--- config.mk ---
export PLATFORM = sky130hd
export DESIGN_NAME = linear_probe_hash_table_core
export DESIGN_NICKNAME = d
export VERILOG_FILES = /design/src/hw/rtl/lph_pkg.sv /design/src/hw/rtl/lph_home_unit.sv /design/src/hw/rtl/lph_slot_store.sv /design/src/hw/rtl/linear_probe_hash_table_core.sv
export SDC_FILE = /design/constraint.sdc
export NUM_CORES = 1
export LEC_CHECK = 0
export BUFFER_PORTS_ARGS = -buffer_cell sky130_fd_sc_hd__buf_2
export CORE_MARGIN = 10
export CORE_UTILIZATION = 53
export CTS_CLUSTER_SIZE = 12
export DETAILED_ROUTE_END_ITERATION = 12
export PLACE_DENSITY = 0.69
export REMOVE_ABC_BUFFERS = 1
export SLEW_MARGIN = 0
export SYNTH_ARGS = -nofsm -noshare
export SYNTH_HDL_FRONTEND = slang
export SYNTH_SLANG_ARGS = --single-unit
--- constraint.sdc ---
create_clock -name i_clk -period 6.53 [get_ports i_clk]
set_input_delay 0.9795 -clock i_clk [delete_from_list [all_inputs] [get_ports i_clk]]
set_output_delay 0.9795 -clock i_clk [all_outputs]
set_load 0.005 [all_outputs]
--- src/hw/rtl/lph_pkg.sv ---
// ----------------------------------------------------------------------------
// Linear-probe hash table package
// Shared types and codes for the route table core and its submodules.
// ----------------------------------------------------------------------------
`default_nettype none

package lph_pkg;

    // Request opcodes
    typedef enum logic [1:0] {
        OP_SEARCH = 2'd0,
        OP_INSERT = 2'd1,
        OP_DELETE = 2'd2
    } t_opcode;

    // Result codes
    typedef enum logic [1:0] {
        RES_OK   = 2'd0,
        RES_MISS = 2'd1,
        RES_FULL = 2'd2
    } t_result;

    // Slot status
    typedef enum logic [1:0] {
        ST_EMPTY   = 2'd0,
        ST_USED    = 2'd1,
        ST_DELETED = 2'd2
    } t_slot_st;

    // Sequencer states
    typedef enum logic [1:0] {
        S_IDLE,
        S_HOME,
        S_PROBE,
        S_RESP
    } t_state;

    // One table entry as held in the slot store
    typedef struct packed {
        t_slot_st    status;
        logic [7:0]  key;
        logic [7:0]  hop;
    } t_slot_entry;

    // Access request from the sequencer to the slot store
    typedef struct packed {
        logic        rd_en;
        logic [7:0]  rd_addr;
        logic        wr_en;
        logic [7:0]  wr_addr;
        t_slot_entry wr_data;
    } t_store_req;

endpackage

`default_nettype wire

--- src/hw/rtl/lph_home_unit.sv ---
// ----------------------------------------------------------------------------
// Home slot unit
// Reduces a key modulo the slot count. The quotient comes from a multiply by
// the rounded-up reciprocal of the slot count, then one multiply-back and
// subtract gives the remainder. A new key may start while the last finishes.
// ----------------------------------------------------------------------------
`default_nettype none

module lph_home_unit #(
    parameter int TABLE_SLOTS = 40
) (
    input  wire logic                             i_clk,
    input  wire logic                             i_rst_n,
    input  wire logic                             i_start,
    input  wire logic [7:0]                       i_key,
    output logic                                  o_done,
    output logic [$clog2(TABLE_SLOTS)-1:0]        o_home
);
    import lph_pkg::*;

    localparam int          SW    = $clog2(TABLE_SLOTS);
    // 16 fraction bits keep the quotient exact for every 8-bit key
    localparam int          MAGIC = (65536 + TABLE_SLOTS - 1) / TABLE_SLOTS;
    localparam logic [15:0] DIV16 = 16'(TABLE_SLOTS);
    localparam logic [23:0] MUL24 = 24'(MAGIC);

    logic [7:0]  r_key;
    logic [7:0]  r_quo;
    logic [7:0]  r_rem;
    logic        r_busy;
    logic        r_done;
    logic [23:0] w_prod;
    logic [15:0] w_back;

    // Reciprocal multiply for the quotient, multiply-back for the remainder
    always_comb begin
        w_prod = {16'd0, i_key} * MUL24;
        w_back = {8'd0, r_quo} * DIV16;
    end

    // Control
    always_ff @(posedge i_clk) begin
        if (!i_rst_n) begin
            r_busy <= 1'b0;
            r_done <= 1'b0;
        end else begin
            r_busy <= i_start;
            r_done <= r_busy;
        end
    end

    // Quotient, then remainder
    always_ff @(posedge i_clk) begin
        if (i_start) begin
            r_key <= i_key;
            r_quo <= w_prod[23:16];
        end
        if (r_busy) begin
            // quotient times slot count never exceeds the key
            r_rem <= r_key - w_back[7:0];
        end
    end

    assign o_done = r_done;
    assign o_home = r_rem[SW-1:0];

endmodule

`default_nettype wire

--- src/hw/rtl/lph_slot_store.sv ---
// ----------------------------------------------------------------------------
// Slot store
// Table memory with one write and one registered read port. A valid bit per
// slot, cleared at reset, makes an unwritten slot read back as empty.
// ----------------------------------------------------------------------------
`default_nettype none

module lph_slot_store #(
    parameter int TABLE_SLOTS = 40
) (
    input  wire logic                 i_clk,
    input  wire logic                 i_rst_n,
    input  wire lph_pkg::t_store_req  i_req,
    output lph_pkg::t_slot_entry      o_rsp
);
    import lph_pkg::*;

    localparam int SW = $clog2(TABLE_SLOTS);

    t_slot_entry              r_mem [TABLE_SLOTS];
    logic [TABLE_SLOTS-1:0]   r_vld;
    t_slot_entry              r_rd_data;
    logic                     r_rd_vld;

    // Valid bits
    always_ff @(posedge i_clk) begin
        if (!i_rst_n) begin
            r_vld <= '0;
        end else if (i_req.wr_en) begin
            r_vld[i_req.wr_addr[SW-1:0]] <= 1'b1;
        end
    end

    // Memory write and registered read
    always_ff @(posedge i_clk) begin
        if (i_req.wr_en) begin
            r_mem[i_req.wr_addr[SW-1:0]] <= i_req.wr_data;
        end
        if (i_req.rd_en) begin
            r_rd_data <= r_mem[i_req.rd_addr[SW-1:0]];
            r_rd_vld  <= r_vld[i_req.rd_addr[SW-1:0]];
        end
    end

    // Unwritten slots read as empty
    always_comb begin
        o_rsp.status = r_rd_vld ? r_rd_data.status : ST_EMPTY;
        o_rsp.key    = r_rd_data.key;
        o_rsp.hop    = r_rd_data.hop;
    end

endmodule

`default_nettype wire

--- src/hw/rtl/linear_probe_hash_table_core.sv ---
// Flow: home slot unit, then a probe of P slots, P = slots probed
//   (1 to TABLE_SLOTS); an unused opcode goes straight to the reply.
// Throughput: one request at a time; home slot unit first, then one slot per
//   cycle through the single registered read port. A held result stalls the reply.
// Reset: synchronous; slot valid bits clear at once, no clearing pass.
// ----------------------------------------------------------------------------
// Linear-probe hash table core
// Open-addressing route table: search, insert and delete with linear probing
// and wrap, deleted marks skipped by search and delete and reused by insert,
// full table flagged on insert.
`default_nettype none

module linear_probe_hash_table_core #(
    parameter int TABLE_SLOTS = 40
) (
    input  wire logic        i_clk,
    input  wire logic        i_rst_n,
    input  wire logic        i_valid,
    output logic             o_ready,
    input  wire logic [1:0]  i_opcode,
    input  wire logic [7:0]  i_node_key,
    input  wire logic [7:0]  i_next_hop,
    output logic             o_valid,
    input  wire logic        i_ready,
    output logic [1:0]       o_status,
    output logic [7:0]       o_found_hop,
    output logic [7:0]       o_slot_index
);
    import lph_pkg::*;

    localparam int SW = $clog2(TABLE_SLOTS);

    t_state       r_state;
    t_state       n_state;
    logic [1:0]   r_op;
    logic [7:0]   r_key;
    logic [7:0]   r_hop;
    logic [SW-1:0] r_ptr;
    logic [SW-1:0] r_cur;
    logic [SW-1:0] r_cnt;
    t_result      r_res_status;
    logic [7:0]   r_res_hop;
    logic [7:0]   r_res_idx;
    logic         r_out_valid;
    t_result      r_out_status;
    logic [7:0]   r_out_hop;
    logic [7:0]   r_out_idx;

    logic          w_accept;
    logic          w_home_start;
    logic          w_home_done;
    logic [SW-1:0] w_home;
    t_store_req    w_req;
    t_slot_entry   w_slot;
    logic          w_out_free;

    // Probe decision
    logic          w_is_ins;
    logic          w_last;
    logic          w_hit_find;
    logic          w_stop_empty;
    logic          w_hit_ins;
    logic          w_term;
    t_result       w_res_status;
    logic [7:0]    w_res_hop;
    logic [7:0]    w_res_idx;
    logic          w_bad_op;

    // Home slot unit
    lph_home_unit #(
        .TABLE_SLOTS (TABLE_SLOTS)
    ) u_home (
        .i_clk   (i_clk),
        .i_rst_n (i_rst_n),
        .i_start (w_home_start),
        .i_key   (i_node_key),
        .o_done  (w_home_done),
        .o_home  (w_home)
    );

    // Slot store
    lph_slot_store #(
        .TABLE_SLOTS (TABLE_SLOTS)
    ) u_store (
        .i_clk   (i_clk),
        .i_rst_n (i_rst_n),
        .i_req   (w_req),
        .o_rsp   (w_slot)
    );

    function automatic logic [SW-1:0] f_next(input logic [SW-1:0] s);
        return (s == SW'(TABLE_SLOTS - 1)) ? '0 : s + 1'b1;
    endfunction

    assign w_accept   = i_valid && o_ready;
    assign w_out_free = !r_out_valid || i_ready;
    assign w_bad_op   = (i_opcode != OP_SEARCH) && (i_opcode != OP_INSERT)
                        && (i_opcode != OP_DELETE);

    // Decision on the slot read back this cycle
    always_comb begin
        w_is_ins     = (r_op == OP_INSERT);
        w_last       = (r_cnt == SW'(TABLE_SLOTS - 1));
        w_hit_find   = !w_is_ins && (w_slot.status == ST_USED) && (w_slot.key == r_key);
        w_stop_empty = !w_is_ins && (w_slot.status == ST_EMPTY);
        w_hit_ins    = w_is_ins && (w_slot.status != ST_USED);
        w_term       = w_hit_find || w_stop_empty || w_hit_ins || w_last;
        w_res_hop    = 8'd0;
        w_res_idx    = 8'd0;
        if (w_hit_find) begin
            w_res_status = RES_OK;
            w_res_hop    = w_slot.hop;
            w_res_idx    = 8'(r_cur);
        end else if (w_hit_ins) begin
            w_res_status = RES_OK;
            w_res_idx    = 8'(r_cur);
        end else if (w_is_ins) begin
            w_res_status = RES_FULL;
        end else begin
            w_res_status = RES_MISS;
        end
    end

    // Next state
    always_comb begin
        n_state = r_state;
        case (r_state)
            S_IDLE: begin
                if (w_accept) begin
                    n_state = w_bad_op ? S_RESP : S_HOME;
                end
            end
            S_HOME: begin
                if (w_home_done) begin
                    n_state = S_PROBE;
                end
            end
            S_PROBE: begin
                if (w_term) begin
                    n_state = S_RESP;
                end
            end
            S_RESP: begin
                if (w_out_free) begin
                    n_state = S_IDLE;
                end
            end
            default: n_state = S_IDLE;
        endcase
    end

    // State outputs and store requests
    always_comb begin
        o_ready         = 1'b0;
        w_home_start    = 1'b0;
        w_req.rd_en     = 1'b0;
        w_req.rd_addr   = 8'(r_ptr);
        w_req.wr_en     = 1'b0;
        w_req.wr_addr   = 8'(r_cur);
        w_req.wr_data.status = ST_USED;
        w_req.wr_data.key    = r_key;
        w_req.wr_data.hop    = r_hop;
        case (r_state)
            S_IDLE: begin
                o_ready      = 1'b1;
                w_home_start = i_valid && !w_bad_op;
            end
            S_HOME: begin
                w_req.rd_en   = w_home_done;
                w_req.rd_addr = 8'(w_home);
            end
            S_PROBE: begin
                w_req.rd_en = !w_term;
                if (w_hit_ins) begin
                    w_req.wr_en = 1'b1;
                end else if (w_hit_find && (r_op == OP_DELETE)) begin
                    // Keep key and neighbour, mark the slot deleted
                    w_req.wr_en          = 1'b1;
                    w_req.wr_data.status = ST_DELETED;
                    w_req.wr_data.hop    = w_slot.hop;
                end
            end
            S_RESP: begin
            end
            default: begin
            end
        endcase
    end

    // State register and output valid
    always_ff @(posedge i_clk) begin
        if (!i_rst_n) begin
            r_state     <= S_IDLE;
            r_out_valid <= 1'b0;
        end else begin
            r_state <= n_state;
            if (r_state == S_RESP && w_out_free) begin
                r_out_valid <= 1'b1;
            end else if (i_ready) begin
                r_out_valid <= 1'b0;
            end
        end
    end

    // Request capture, probe pointers and pending result
    always_ff @(posedge i_clk) begin
        if (w_accept) begin
            r_op         <= i_opcode;
            r_key        <= i_node_key;
            r_hop        <= i_next_hop;
            r_res_status <= RES_MISS;
            r_res_hop    <= 8'd0;
            r_res_idx    <= 8'd0;
        end
        if (r_state == S_HOME && w_home_done) begin
            r_cur <= w_home;
            r_ptr <= f_next(w_home);
            r_cnt <= '0;
        end
        if (r_state == S_PROBE) begin
            if (w_term) begin
                r_res_status <= w_res_status;
                r_res_hop    <= w_res_hop;
                r_res_idx    <= w_res_idx;
            end else begin
                r_cur <= r_ptr;
                r_ptr <= f_next(r_ptr);
                r_cnt <= r_cnt + 1'b1;
            end
        end
        if (r_state == S_RESP && w_out_free) begin
            r_out_status <= r_res_status;
            r_out_hop    <= r_res_hop;
            r_out_idx    <= r_res_idx;
        end
    end

    assign o_valid      = r_out_valid;
    assign o_status     = r_out_status;
    assign o_found_hop  = r_out_hop;
    assign o_slot_index = r_out_idx;

    // Home unit finishes only while the sequencer waits for it
    a_home_done_in_home: assert property (@(posedge i_clk) disable iff (!i_rst_n)
        w_home_done |-> (r_state == S_HOME))
        else $error("home unit done outside home phase");

    // Table is written only on the final probe of a request
    a_write_on_term: assert property (@(posedge i_clk) disable iff (!i_rst_n)
        w_req.wr_en |-> (r_state == S_PROBE) && w_term && !w_req.rd_en)
        else $error("slot write outside a terminating probe");

    // Walk never passes the slot count
    a_walk_bound: assert property (@(posedge i_clk) disable iff (!i_rst_n)
        (r_state == S_PROBE) |-> (r_cnt <= SW'(TABLE_SLOTS - 1)))
        else $error("probe walk exceeded table size");

    // A request keeps the block busy until its result is loaded
    a_busy_after_accept: assert property (@(posedge i_clk) disable iff (!i_rst_n)
        w_accept |=> !o_ready)
        else $error("new request taken while one is in flight");

endmodule

`default_nettype wire
==> qor.yml, run 1 <==
synthesis:
  synthMuxAreaShare: 0.0366
  synthSimpleGateAreaFrac: 0.0873
  netlist_area_um2: 38900
  yosysWarnings: 0
  synth_flop_cell: "edfxtp_1"
  synth_compound_area_frac: 0.160
  synth_fa_ha_area_frac: 0.0268
  yosysTopAreaCell: "edfxtp_1"
  netlist.area_leader.share: 0.610
  syn_area_per_cell_um2: 12.7
  netlist_instances: 3058
  synth-edff-count: 790
  async_reset_ff_frac: 0
  synth-xor-area-share: 0.00473
  ys_seq_elements: 871
  synth_top_family_by_area: "compound AO/OA/AOI/OAI gates"
  synth_cell_types: 74
  synth_top_cells_by_area: "edfxtp_1, nand2_1, dfxtp_1, a21oi_1, a22oi_1"
  ys_seq_area_frac: 0.652
cts:
  clkTransAtPathRegs_ns: 0.06
  ctsHoldBuffers: 0
  postCtsSetupBuffers: 0
  cts-root-buf: "clkbuf_16"
  cts_buffer_depth: 3
  cts_num_sinks: 871
  tritoncts: "built"
  cts_made_buffers: 90
  insertion_delay_ns: 0.66
  h-tree-depth: 3
  ctsResizeCount: 0
die:
  io_pins: 42
  core_area_um2: 72800
  die_area_um2: 84600
  die_w_um: 291
  initial_core_util: 0.534
  die_h_um: 291
  rows: 99
placed_design:
  port_buffers: 41
  hpwlAfterDp_mm: 62.1
  dp.cells: 3919
  gp_congestion: 0.861
  preCtsSetupSlack_ns: 1.59
layout:
  area_delta_synth_final_pct: 10.1
  fillers: 5616
  drive_gt1_frac: 0.112
  nNetsFinal: 3146
  finalNonFillerCells: 4074
  largest_reg_flops: 720
  layout_commonest_cell: "edfxtp_1"
  final_cell_mix: "edfxtp_1, nand2_1, a21oi_1"
sta:
  timing.final.ws_setup_ns: 2.14
  hold_ws_ns: 0.425
  period_share: 0.672
  tightest_slew_ns: 1.40
  maxSlewViolCount: 0
  finalClockSkew_ns: 0.0218
  fmax_mhz: 228
  hold_viol: 0
  setup_viol: 0
  max-slew-margin-rel: 0.0642
  final.min_clock_period_ns: 4.39
  rsz0062_at_grt: "no"
setup_path:
  crit_fanout: 40
  crit_slowest_cell: "edfxtp_1"
  endpoint_kind: "register"
  rr_worst_depth: 5
  crit_required_ns: 6.81
  cpPeakStageDelay_ns: 1.09
  r2r-start: "r_key[3]$_DFFE_PP_"
  r2r-end: "u_store.r_mem[27][2]$_DFFE_PP_"
  setup.worst_path.class: "register to register"
  rrSetupSlack_ns: 2.14
  crit_path_cell_trace: "xnor2_1 -> nand4_2 -> or3_1 -> nor3_4 -> mux2_2"
  cp.arrival_ns: 4.67
  cp-start-kind: "register"
power:
  ir_worst_vdd_uv: 408
  powerDensity_nw_per_um2: 416
  swShare: 0.371
  p_int_mw: 11.2
  clock_power_share: 0.268
  pwr-share-comb: 0.350
  pwr-share-seq: 0.382
  p_switching_mw: 6.62
  power.leakage_nw: 14.2
worst_hold_path:
  hold_class: "register to register"
  min_to: "o_slot_index[6]$_DFFE_PP_"
  hold-path-cell-count: 0
  hp-start: "r_res_idx[6]$_DFF_P_"
global_routing:
  track_usage: 0.250
  grt.overflow.total: 0
  antenna_found_initial: 3
  grt_pass1_wl_mm: 163
  grt_pass1_vias: 26300
  grt_max_degree: 139
routing:
  dr.pass1.iters: 6
  wl_per_cell_um: 27.1
  via_per_inst: 6.70
  routed_wl_mm: 111
  ant_nets: 0
  route.detailed.drc: 0
  vias: 27300
  first_iter_violations: 3665
status:
  outcome: "finished, final reports clean"
run:
  drv_cap: 0
[power by group through the flow]
stage | registers (mW) | logic (mW) | clock network, mW
floorplan | 6.99 | 4.04 | 0
global placement | 6.89 | 5.90 | 0
detailed placement | 6.89 | 6.08 | 0
CTS | 6.78 | 6.12 | 4.83
global route | 6.81 | 6.69 | 5.05
finish | 6.80 | 6.24 | 4.78
[cell usage after synthesis, types with 54 or more instances]
master    number
a21oi_1      243
inv_1         58
o22ai_1      124
a22oi_1      151
a211oi_1      54
a21boi_0      70
nand2_1      454
clkbuf_1     115
o21ai_0      114
edfxtp_1     790
nor2_1       137
buf_2         64
dfxtp_1       81
[per-layer routing]
metal	routed length (µm)	vias to the layer above	global-route usage	part of all wire
met3	10800	287	0.0475	0.098
met5	0	-	0	0
met4	4960	0	0.114	0.045
met1	42500	13600	0.327	0.38
met2	52200	1611	0.399	0.47
li1	-	11800	-	-
[critical path, delay by kind of cell, from the launching register on]
kind             cells  cell delay (ns)
XOR/XNOR             1             0.22
multiplexers         1             1.09
AND/OR/NAND/NOR      3             1.56
flip-flops           1             1.09
[worst max path at each step]
stage,to,cells past startpoint,startpoint
final,u_store.r_mem[27][2]$_DFFE_PP_,5,r_key[3]$_DFFE_PP_
after global routing,u_home.r_quo[2]$_DFFE_PP_,14,i_node_key[5]
after CTS,u_store.r_mem[27][2]$_DFFE_PP_,5,r_key[3]$_DFFE_PP_
after detailed placement,u_home.r_quo[1]$_DFFE_PP_,14,i_node_key[5]
after global placement,u_home.r_quo[2]$_DFFE_PP_,14,i_node_key[5]
after floorplan,u_store.r_rd_vld$_DFFE_PP_,8,r_state[1]$_SDFFE_PN0P_
[kinds of logic (layout without fill, tap and decap cells)]
group	after synthesis	after routing
and+or+nand+nor	785	785
buffers and inverters	281	336
adders and majority gates	72	72
AOI/OAI and AO/OA	936	936
xor gates and xnor gates	21	21
DFF	871	871
muxes	92	92
other	0	2
[layout make-up]
class | count | area (µm²) | share of cell area
Antenna cell | 2 | 5.00 | 0.000117
Clock buffer | 120 | 2420 | 0.0565
Sequential cell | 871 | 25400 | 0.592
Timing Repair Buffer | 125 | 886 | 0.0207
Multi-Input combinational cell | 1906 | 12500 | 0.291
Inverter | 58 | 218 | 0.00509
Tap cell | 959 | 1200 | 0.0280
Clock inverter | 33 | 255 | 0.00596
[metrics by stage]
| stage | TNS [ns] | total power [mW] | utilization | area [µm²] |
|---|---|---|---|---|
| 2_1_floorplan | -71.59 | 11.0 | - | 37800 |
| 3_3_place_gp | 0 | 12.8 | 0.551 | 40100 |
| 3_5_place_dp | 0 | 13.0 | 0.551 | 40100 |
| 4_1_cts | 0 | 17.7 | 0.588 | 42800 |
| 5_1_grt | 0 | 18.5 | 0.588 | 42800 |
| 6_report | 0 | 17.8 | 0.588 | 42800 |
No activity file was read; power rests on OpenSTA's default activity.
==> run 2, diff against run 1 <==
- clock period: 6.53 -> 4.1 ns (I/O delays scaled with it)
==> run 2 against run 1 <==
  * Utilization rose by 0.70 points
  * Sequential share of layout area fell by 0.69 points
  * Via count fell by 0.57%
  * Largest power group unchanged
  * Clock skew fell by 0.00090 ns
  * Die area did not move
==> qor.yml, run 2 (synthesis results as in run 1) <==
die:
  die_h_um: 291
  rows: 99
  core_area_um2: 72800
  io_pins: 42
  die_area_um2: 84600
  die_w_um: 291
  initial_core_util: 0.534
cts:
  tritoncts: "built"
  insertion_delay_ns: 0.65
  ctsHoldBuffers: 0
  cts_made_buffers: 89
  cts-root-buf: "clkbuf_16"
  clkTransAtPathRegs_ns: 0.06
  ctsResizeCount: 0
  cts_buffer_depth: 3
  cts_num_sinks: 871
  h-tree-depth: 3
  postCtsSetupBuffers: 0
sta:
  hold_ws_ns: 0.139
  max-slew-margin-rel: 0.189
  maxSlewViolCount: 0
  fin_tns_setup_ns: 0
  fmax_mhz: 259
  rsz0062_at_grt: "no"
  setup_viol: 0
  period_share: 0.940
  final.min_clock_period_ns: 3.85
  tightest_slew_ns: 1.22
  finalClockSkew_ns: 0.0209
  hold_viol: 0
placed_design:
  gp_congestion: 0.902
  hpwlAfterDp_mm: 66.4
  port_buffers: 41
setup_path:
  rr_worst_depth: 9
  crit_required_ns: 4.49
  cp.arrival_ns: 4.25
  r2r-start: "r_state[1]$_SDFFE_PN0P_"
  setup.worst_path.class: "primary input to register"
  cp-start-kind: "primary input"
  crit_path_start: "i_node_key[5]"
  crit_fanout: 3
  rrSetupSlack_ns: 0.45
  r2r-end: "u_store.o_rsp[8]$_DFFE_PP_"
  crit_path_end: "u_home.r_quo[1]$_DFFE_PP_"
  endpoint_kind: "register"
routing:
  vias: 27200
  via_per_inst: 6.57
  wl_per_cell_um: 26.8
  first_iter_violations: 3184
  ant_nets: 0
  route.detailed.drc: 0
  routed_wl_mm: 111
  dr.pass1.iters: 6
layout:
  layout_commonest_cell: "edfxtp_1"
  nNetsFinal: 3207
  final_core_util: 0.595
  final_cell_mix: "edfxtp_1, nand2_1, a21oi_1"
  area_delta_synth_final_pct: 11.4
  fillers: 5583
  drive_gt1_frac: 0.129
  diodes: 0
  largest_reg_flops: 720
global_routing:
  grt_pass1_vias: 26700
  grt_max_degree: 89
  track_usage: 0.253
  grt.overflow.total: 0
  grt_pass1_wl_mm: 165
  antenna_found_initial: 2
power:
  power.leakage_nw: 14.5
  powerDensity_nw_per_um2: 662
  ir_worst_vdd_uv: 423
worst_hold_path:
  hold_class: "primary input to register"
run:
  drv_cap: 0
status:
  outcome: "finished, final reports clean"
run 2: cell count changes in the layout (fill, tap and decap cells not counted), sizes merged:
cell / before / now
inv: 65 / 62
clkinv: 25 / 20
clkbuf: 120 / 126
buf: 125 / 187
diode: 2 / 0
run 2: through the flow:
step           area, µm²  setup WS (ns)  power [mW]  std cells
3_3_place_gp       40700         -0.464        20.8       3981
6_report           43300          0.246        28.7       4132
4_1_cts            43300          0.176        28.5       4132
2_1_floorplan      37800          -5.19        17.6       2835
3_5_place_dp       40700         -0.478        21.1       3981
5_1_grt            43300         0.0184        29.9       4132
run 2: metal layers:
layer | global-route usage | part of all wire | vias up
met5 | 0 | 0 | -
met4 | 0.120 | 0.048 | 0
met3 | 0.0449 | 0.097 | 248
met2 | 0.407 | 0.47 | 1512
met1 | 0.331 | 0.38 | 13500
li1 | - | - | 11900
run 2: layout make-up:
cell class              instances  area [µm²]  area share
flip-flops and latches        871       25400       0.585
multi-input cells            1906       12500       0.288
clock buffers                 126        2440      0.0563
repair buffers                187        1450      0.0335
well taps                     959        1200      0.0277
inverters                      58         218     0.00503
clock inverters                25         186     0.00430
run 2: where the power goes:
part | switching [mW] | total (mW) | leakage [nW] | internal (mW)
Sequential | 0.398 | 10.8 | 7.80 | 10.4
Combinational | 6.89 | 10.4 | 5.46 | 3.52
Clock | 3.30 | 7.49 | 1.28 | 4.19
Total | 10.6 | 28.7 | 14.5 | 18.1
run 2: how the worst min path moves through the flow:
stage,from,end,cells past startpoint
finish,i_next_hop[1],r_hop[1]$_DFFE_PP_,1
global route,i_next_hop[1],r_hop[1]$_DFFE_PP_,1
floorplan,r_res_idx[6]$_DFF_P_,o_slot_index[6]$_DFFE_PP_,0
global placement,r_res_idx[7]$_DFF_P_,o_slot_index[7]$_DFFE_PP_,0
detailed placement,u_home.r_key[1]$_DFFE_PP_,u_home.r_rem[1]$_DFFE_PP_,0
CTS,i_next_hop[1],r_hop[1]$_DFFE_PP_,1
run 2: worst max-delay path, stage by stage:
cell,delay (ns)
buf_2,0.11
fa_1,0.53
inv_1,0.06
fa_1,0.51
inv_1,0.05
fa_1,0.45
fa_1,0.47
ha_1,0.30
o211ai_1,0.08
a21oi_1,0.06
o41ai_1,0.44
nand3b_1,0.22
a21oi_1,0.24
xnor2_1,0.09
